**src/rtl/assert_macros.svh**
```systemverilog
// Assertion macros for the segment intersection block
`ifndef ASSERT_MACROS_SVH
`define ASSERT_MACROS_SVH

`ifndef NO_ASSERTIONS

`define ASSERT_RST(lbl, clk, rstn, prop, msg) \
  lbl: assert property (@(posedge clk) disable iff (!(rstn)) (prop)) else $error(msg);

`define ASSERT_NEVER(lbl, clk, rstn, expr, msg) \
  lbl: assert property (@(posedge clk) disable iff (!(rstn)) !(expr)) else $error(msg);

`else

`define ASSERT_RST(lbl, clk, rstn, prop, msg)

`define ASSERT_NEVER(lbl, clk, rstn, expr, msg)

`endif

`endif

```
**src/rtl/ssi_queue.sv**
```systemverilog
`default_nettype none
`include "assert_macros.svh"

module ssi_queue #(
  parameter int unsigned WIDTH = 8,
  parameter int unsigned DEPTH = 4
) (
  input  wire logic             clk_i,
  input  wire logic             rst_ni,
  input  wire logic             push_i,
  input  wire logic [WIDTH-1:0] wdata_i,
  output logic                  full_o,
  input  wire logic             pop_i,
  output logic [WIDTH-1:0]      rdata_o,
  output logic                  empty_o
);

  localparam int unsigned AW = (DEPTH > 1) ? $clog2(DEPTH) : 1;

  logic [WIDTH-1:0] mem_q [DEPTH];
  logic [AW-1:0]    wr_ptr_q, wr_ptr_d, rd_ptr_q, rd_ptr_d;
  logic [AW:0]      count_q, count_d;

  assign full_o  = (count_q == (AW+1)'(DEPTH));
  assign empty_o = (count_q == '0);
  assign rdata_o = mem_q[rd_ptr_q];

  always_comb begin
    wr_ptr_d = wr_ptr_q;
    rd_ptr_d = rd_ptr_q;
    count_d  = count_q;
    if (push_i) begin
      wr_ptr_d = (wr_ptr_q == AW'(DEPTH-1)) ? '0 : wr_ptr_q + 1'b1;
    end
    if (pop_i) begin
      rd_ptr_d = (rd_ptr_q == AW'(DEPTH-1)) ? '0 : rd_ptr_q + 1'b1;
    end
    if (push_i && !pop_i) begin
      count_d = count_q + 1'b1;
    end else if (pop_i && !push_i) begin
      count_d = count_q - 1'b1;
    end
  end

  always_ff @(posedge clk_i or negedge rst_ni) begin
    if (!rst_ni) begin
      wr_ptr_q <= '0;
      rd_ptr_q <= '0;
      count_q  <= '0;
    end else begin
      wr_ptr_q <= wr_ptr_d;
      rd_ptr_q <= rd_ptr_d;
      count_q  <= count_d;
    end
  end

  always_ff @(posedge clk_i) begin
    if (push_i) begin
      mem_q[wr_ptr_q] <= wdata_i;
    end
  end

  `ASSERT_NEVER(a_no_overflow, clk_i, rst_ni, push_i && full_o, "queue overflow")
  `ASSERT_NEVER(a_no_underflow, clk_i, rst_ni, pop_i && empty_o, "queue underflow")

endmodule

`default_nettype wire

```
**config.mk**
```make
export PLATFORM = sky130hd
export DESIGN_NAME = ssi_queue
export DESIGN_NICKNAME = d
export VERILOG_FILES = /design/src/rtl/ssi_queue.sv
export VERILOG_INCLUDE_DIRS = /design/src /design/src/rtl
export SDC_FILE = /design/constraint.sdc
export NUM_CORES = 1
export LEC_CHECK = 0
export BUFFER_PORTS_ARGS = -buffer_cell sky130_fd_sc_hd__buf_2
export CAP_MARGIN = 10
export CORE_UTILIZATION = 35
export DETAILED_ROUTE_END_ITERATION = 7
export GPL_TIMING_DRIVEN = 0
export PLACE_DENSITY = 0.52
export SYNTH_ARGS = -nofsm -noshare
export SYNTH_HDL_FRONTEND = slang
export SYNTH_SLANG_ARGS = --single-unit
```
**constraint.sdc**
```tcl
create_clock -name clk_i -period 1.5 [get_ports clk_i]
set_input_delay 0.15 -clock clk_i [delete_from_list [all_inputs] [get_ports clk_i]]
set_output_delay 0.15 -clock clk_i [all_outputs]
set_load 0.02 [all_outputs]
```
# ---- Word level (Yosys, flattened, before mapping)
# Memories as Yosys holds them, arrays and structs flattened.
# Cells that the tools add are included.
dict set report totals {
  regBits 7
  mem_bits_rw 32
  inputBits 12
  output_inout_bits 10
  elab_cells 23
  mem_count 1
}
# memory depth word_bits read_ports rd_clocked_by_memory_dff wr line
set memory_table {}
lappend memory_table {mem_q 4 8 1 0 1 ssi_queue.sv:20} ;# logic [WIDTH-1:0] mem_q [DEPTH];
dict set report op_classes {
  n_addsub 4
  n_eq_ne 3
  n_mux 6
  n_reduce_logical 6
}
# operator n
set op_table {}
lappend op_table {{$mux 3} 2}
lappend op_table {{$add 2x1->2 const B} 2}
lappend op_table {{$eq 2x2->1 const B} 2}
lappend op_table {{$mux 2} 2}
lappend op_table {{$add 3x1->3 const B} 1}
lappend op_table {{$eq 3x3->1 const B} 1}
lappend op_table {{$logic_not 3->1} 1}
lappend op_table {{$sub 3x1->3 const B} 1}
lappend op_table {{$logic_and 1x1->1} 2}
lappend op_table {{$logic_not 1->1} 2}
lappend op_table {{$mux 1} 2}
lappend op_table {{$reduce_bool 2->1} 1}

# ---- Logic depth before layout (Yosys ltp)
dict set report depth {
  ltp_word 4
  ltp_mapped 7
  ltp_nobuf 7
}

# ---- Least setup slack after synthesis
# OpenSTA, ideal clock, no wires.
dict set report synth_path {
  path_type {register to register}
  from {register count_q[0]}
  to {register count_q[2]}
  setup_time_ns 0.079
  t_arrival_ns 1.216
  required_time_ns 1.421
  setup_slack_ns 0.205
  path_stages_with_launch 5
  n_path_buf 0
  synth_period_minus_slack_ns 1.295
  path_cell_list {dfrtp_1 > fa_1 > xor2_1 > nor2_1 > xor2_1}
}
dict set report synth_via {
  elab_chain_cells 3
  word_cells_on_any_way 4
  cone_classes {2 x add/sub; 2 x mux}
}
# element line
set synth_lines {}
lappend synth_lines {{start: declaration} ssi_queue.sv:22} ;# logic [AW:0] count_q, count_d;
lappend synth_lines {{start signal: assignment} ssi_queue.sv:53} ;# count_q <= count_d;
lappend synth_lines {{$sub 3x1->3} ssi_queue.sv:41} ;# count_d = count_q - 1'b1;
lappend synth_lines {{$mux 3} ssi_queue.sv:40} ;# end else if (pop_i && !push_i) begin
lappend synth_lines {{$mux 3 (*)} ssi_queue.sv:38} ;# if (push_i && !pop_i) begin
# Mark *: on every way between the ends. The rest lies on a longest branch, timed or not. The select of a mux whose other input is x is not followed.
# A chain may end at the register's enable or synchronous reset.

# ---- Final worst setup path
dict set report layout_path {
  from {register rd_ptr_q[0]}
  to {output rdata_o[1]}
}
dict set report layout_via {
  elab_chain_cells 1
}
# element line
set layout_lines {}
lappend layout_lines {{start: declaration} ssi_queue.sv:21} ;# logic [AW-1:0] wr_ptr_q, wr_ptr_d, rd_ptr_q, rd_ptr_d;
lappend layout_lines {{start signal: assignment} ssi_queue.sv:52} ;# rd_ptr_q <= rd_ptr_d;
lappend layout_lines {{$mem_v2 4x8} n/a}
lappend layout_lines {{end: declaration} ssi_queue.sv:14} ;# output logic [WIDTH-1:0] rdata_o,
# No other way between the ends.

==> impl_results.md <==
- Status: finished with violations
- Failing checks: setup timing
- Synth area leaders: edfxtp_1 61%, mux4_2 11%, dfrtp_1 11%
- Yosys warns: 0
- End-of-flow core utilization: 0.471
- Sink Count: 39
- Initial antenna violation count: 0
- Critical path startpoint category: register
- Max Slew Vio Count: 0
- DP HPWL: 1660 um
- Setup crit end kind: primary output
- Syn_nets: 98
- Final setup viols: 8
- Hold WC Path Type: primary input to register
- Via count: 786
- Largest net degree at the start of global routing: 13
- Wire length of the first global-routing pass: 4020 um
- Met3 Use GR: 0.0559
- Total CTS buffers: 5
- Post-Place Cell Area: 0.00174 mm2
- Top cell type's share of synthesized area: 0.612
- Share of layout cells above drive strength 1: 0.432
- Port bufs: 21
- Number of synthesized flops with an enable pin: 32
- Routability congestion estimate: 0.629
- Fin cells: 161
- Final period util: 1.11
- DRT Wirelength: 2530 um
- Clock latency on the worst-skew pair: 0.28 ns
- Lkg Pwr: 0.740 nW
- Area of the core: 0.00414 mm2
- R2R setup slack: 0.15 ns
- Grt ovf: 0
- WL/cell: 15.7 um
- DRT antenna net count: 0
- Fin Clk Skew: 0.000860 ns
- Max cap viols: 0
- Commonest cells post-synth: 32 x edfxtp_1, 8 x mux4_2, 7 x dfrtp_1
- Grt met1 use: 0.146
- Global route hottest layer: met2
- Synth unique cells: 18
- Seq/Total Area, Yosys: 0.724
- Post-DR vias/cell: 4.88
- Pwr dens: 1970 mW/mm2
- Synth async-reset ratio: 0.179
- Worst-Margin Slew: 0.426 ns
- Top Ports: 22
- Die height: 69.0 um
- Area grow syn2layout: 24.4%
- Drt initial violations: 43
- Most used DFF post-synth: edfxtp_1
- H-tree levels: 2
- Clock slew at reported path FFs: 0.07 ns
- Crit-path max FO: 5
- Pre-CTS setup slack: 0.0366 ns
- Worst path arrival time: 1.52 ns
- Cells after Synth: 79
- Sequential Area: 0.00114 mm2
- Syn Area/Cell: 19.9 um2
- Fin. Hold Viols: 0
- PnR worst setup slack: -0.167 ns
- Row count: 23
- Synth area leader: edfxtp_1
- Diodes inserted: 0
- Inst Count DP: 150
- Worst EP required: 1.35 ns
- Number of global-route vias before repair: 813
- Die area: 0.00476 mm2
- Most common cell in the synthesized netlist: edfxtp_1
- Root Driver: clkbuf_8
- Setup TNS: -1.21 ns
- Power Total: 3.85 mW
- Fill cells: 361
- Fin crit period: 1.67 ns
- Grt met2 use: 0.209
- Max Freq: 600 MHz
- Final net count: 129
- Clock Tree Buf Depth: 2
- Max transition margin: 0.716
- Initial Util: 0.379
- First drt pass iteration count: 4
- Gr usage total: 0.129
- Multi-input logic area: 403 um2
- CTS tree: done
- Peak VDD IR: 801 uV
- Post-synthesis cell area: 0.00157 mm2
- RSZ-0062 raised after global routing: true
- Hold slack: 0.0782 ns
- #FFs+latches synth: 39
- Fin area: 0.00195 mm2
- Worst Setup Path Type: register to primary output
- DR DRC count: 0
- Die Span X: 69.0 um
-- registers in the layout, summed over array words and instances, names as in the netlist --
| register | count |
|---|---|
| mem_q | 32 |
| count_q | 3 |
| rd_ptr_q | 2 |
| wr_ptr_q | 2 |
-- critical path, stage by stage, from the launching register on --
cell	delay [ns]
dfrtp_2	0.42
clkbuf_16	0.17
mux4_2	0.50
buf_6	0.15
-- final timing paths --
path / from / endpoint / depth (start not counted)
max: rd_ptr_q[0]$_DFFE_PN0P_ / rdata_o[1] / 3
min: wdata_i[7] / mem_q[1][7]$_DFFE_PP_ / 1
max reg2reg: count_q[0]$_DFFE_PN0P_ / count_q[2]$_DFFE_PN0P_ / 4
min reg2reg: count_q[2]$_DFFE_PN0P_ / count_q[2]$_DFFE_PN0P_ / 1
max in group asynchronous: rst_ni / rd_ptr_q[0]$_DFFE_PN0P_ / 2
min in group asynchronous: rst_ni / count_q[2]$_DFFE_PN0P_ / 2
-- repair_timing --
action | 4_1_cts | 5_1_grt
gates cloned | 0 | 1
setup endpoints to repair | 8 | 32
setup buffers | 0 | 1
endpoints found under the hold margin | 7 | 0
resized for setup | 1 | 22
hold buffers | 1 | 0
pin swaps | 0 | 1
-- routing by layer --
metal	wire [um]	vias to the layer above
met1	1060	403
met2	1300	16
met4	49	0
li1	-	361
met3	121	6
met5	0	-
-- cell type report --
cell class | count | share of cell area
buffer | 2 | 0.0128
clock buffer | 5 | 0.0352
clock inverter | 3 | 0.0199
inverter | 5 | 0.00961
multi-input combinational | 33 | 0.206
sequential | 39 | 0.583
tap | 50 | 0.0320
timing repair buffer | 24 | 0.101
-- placed cells by master, fill, tap and decap left out, types with 2 or more instances in the layout --
cell,instances
edfxtp_1,32
buf_2,14
mux4_2,8
buf_6,8
ha_1,6
inv_1,5
clkbuf_8,5
dfrtp_1,5
and2_2,3
mux2_2,3
o21ai_0,2
nor2_1,2
xor2_1,2
dfrtp_2,2
-- where the power goes --
group	leakage (nW)	switching, mW	internal [mW]
Clock	0.0556	0.340	0.486
Sequential	0.375	0.125	1.43
Combinational	0.309	0.682	0.784
Total	0.740	1.15	2.70
-- kinds of logic (layout without fill, tap and decap cells) --
group                    count (synthesis)  count (layout)  synth area share
flip-flops                              39              39             0.724
adder cells (fa/ha/maj)                  7               7            0.0606
AND/OR/NAND/NOR                         10              10            0.0343
multiplexers                            11              11             0.136
XOR/XNOR                                 3               3            0.0167
AO/OA/AOI/OAI                            2               2           0.00637
buffers and inverters                    7              39            0.0223
Power figures use the tool's default switching activity.
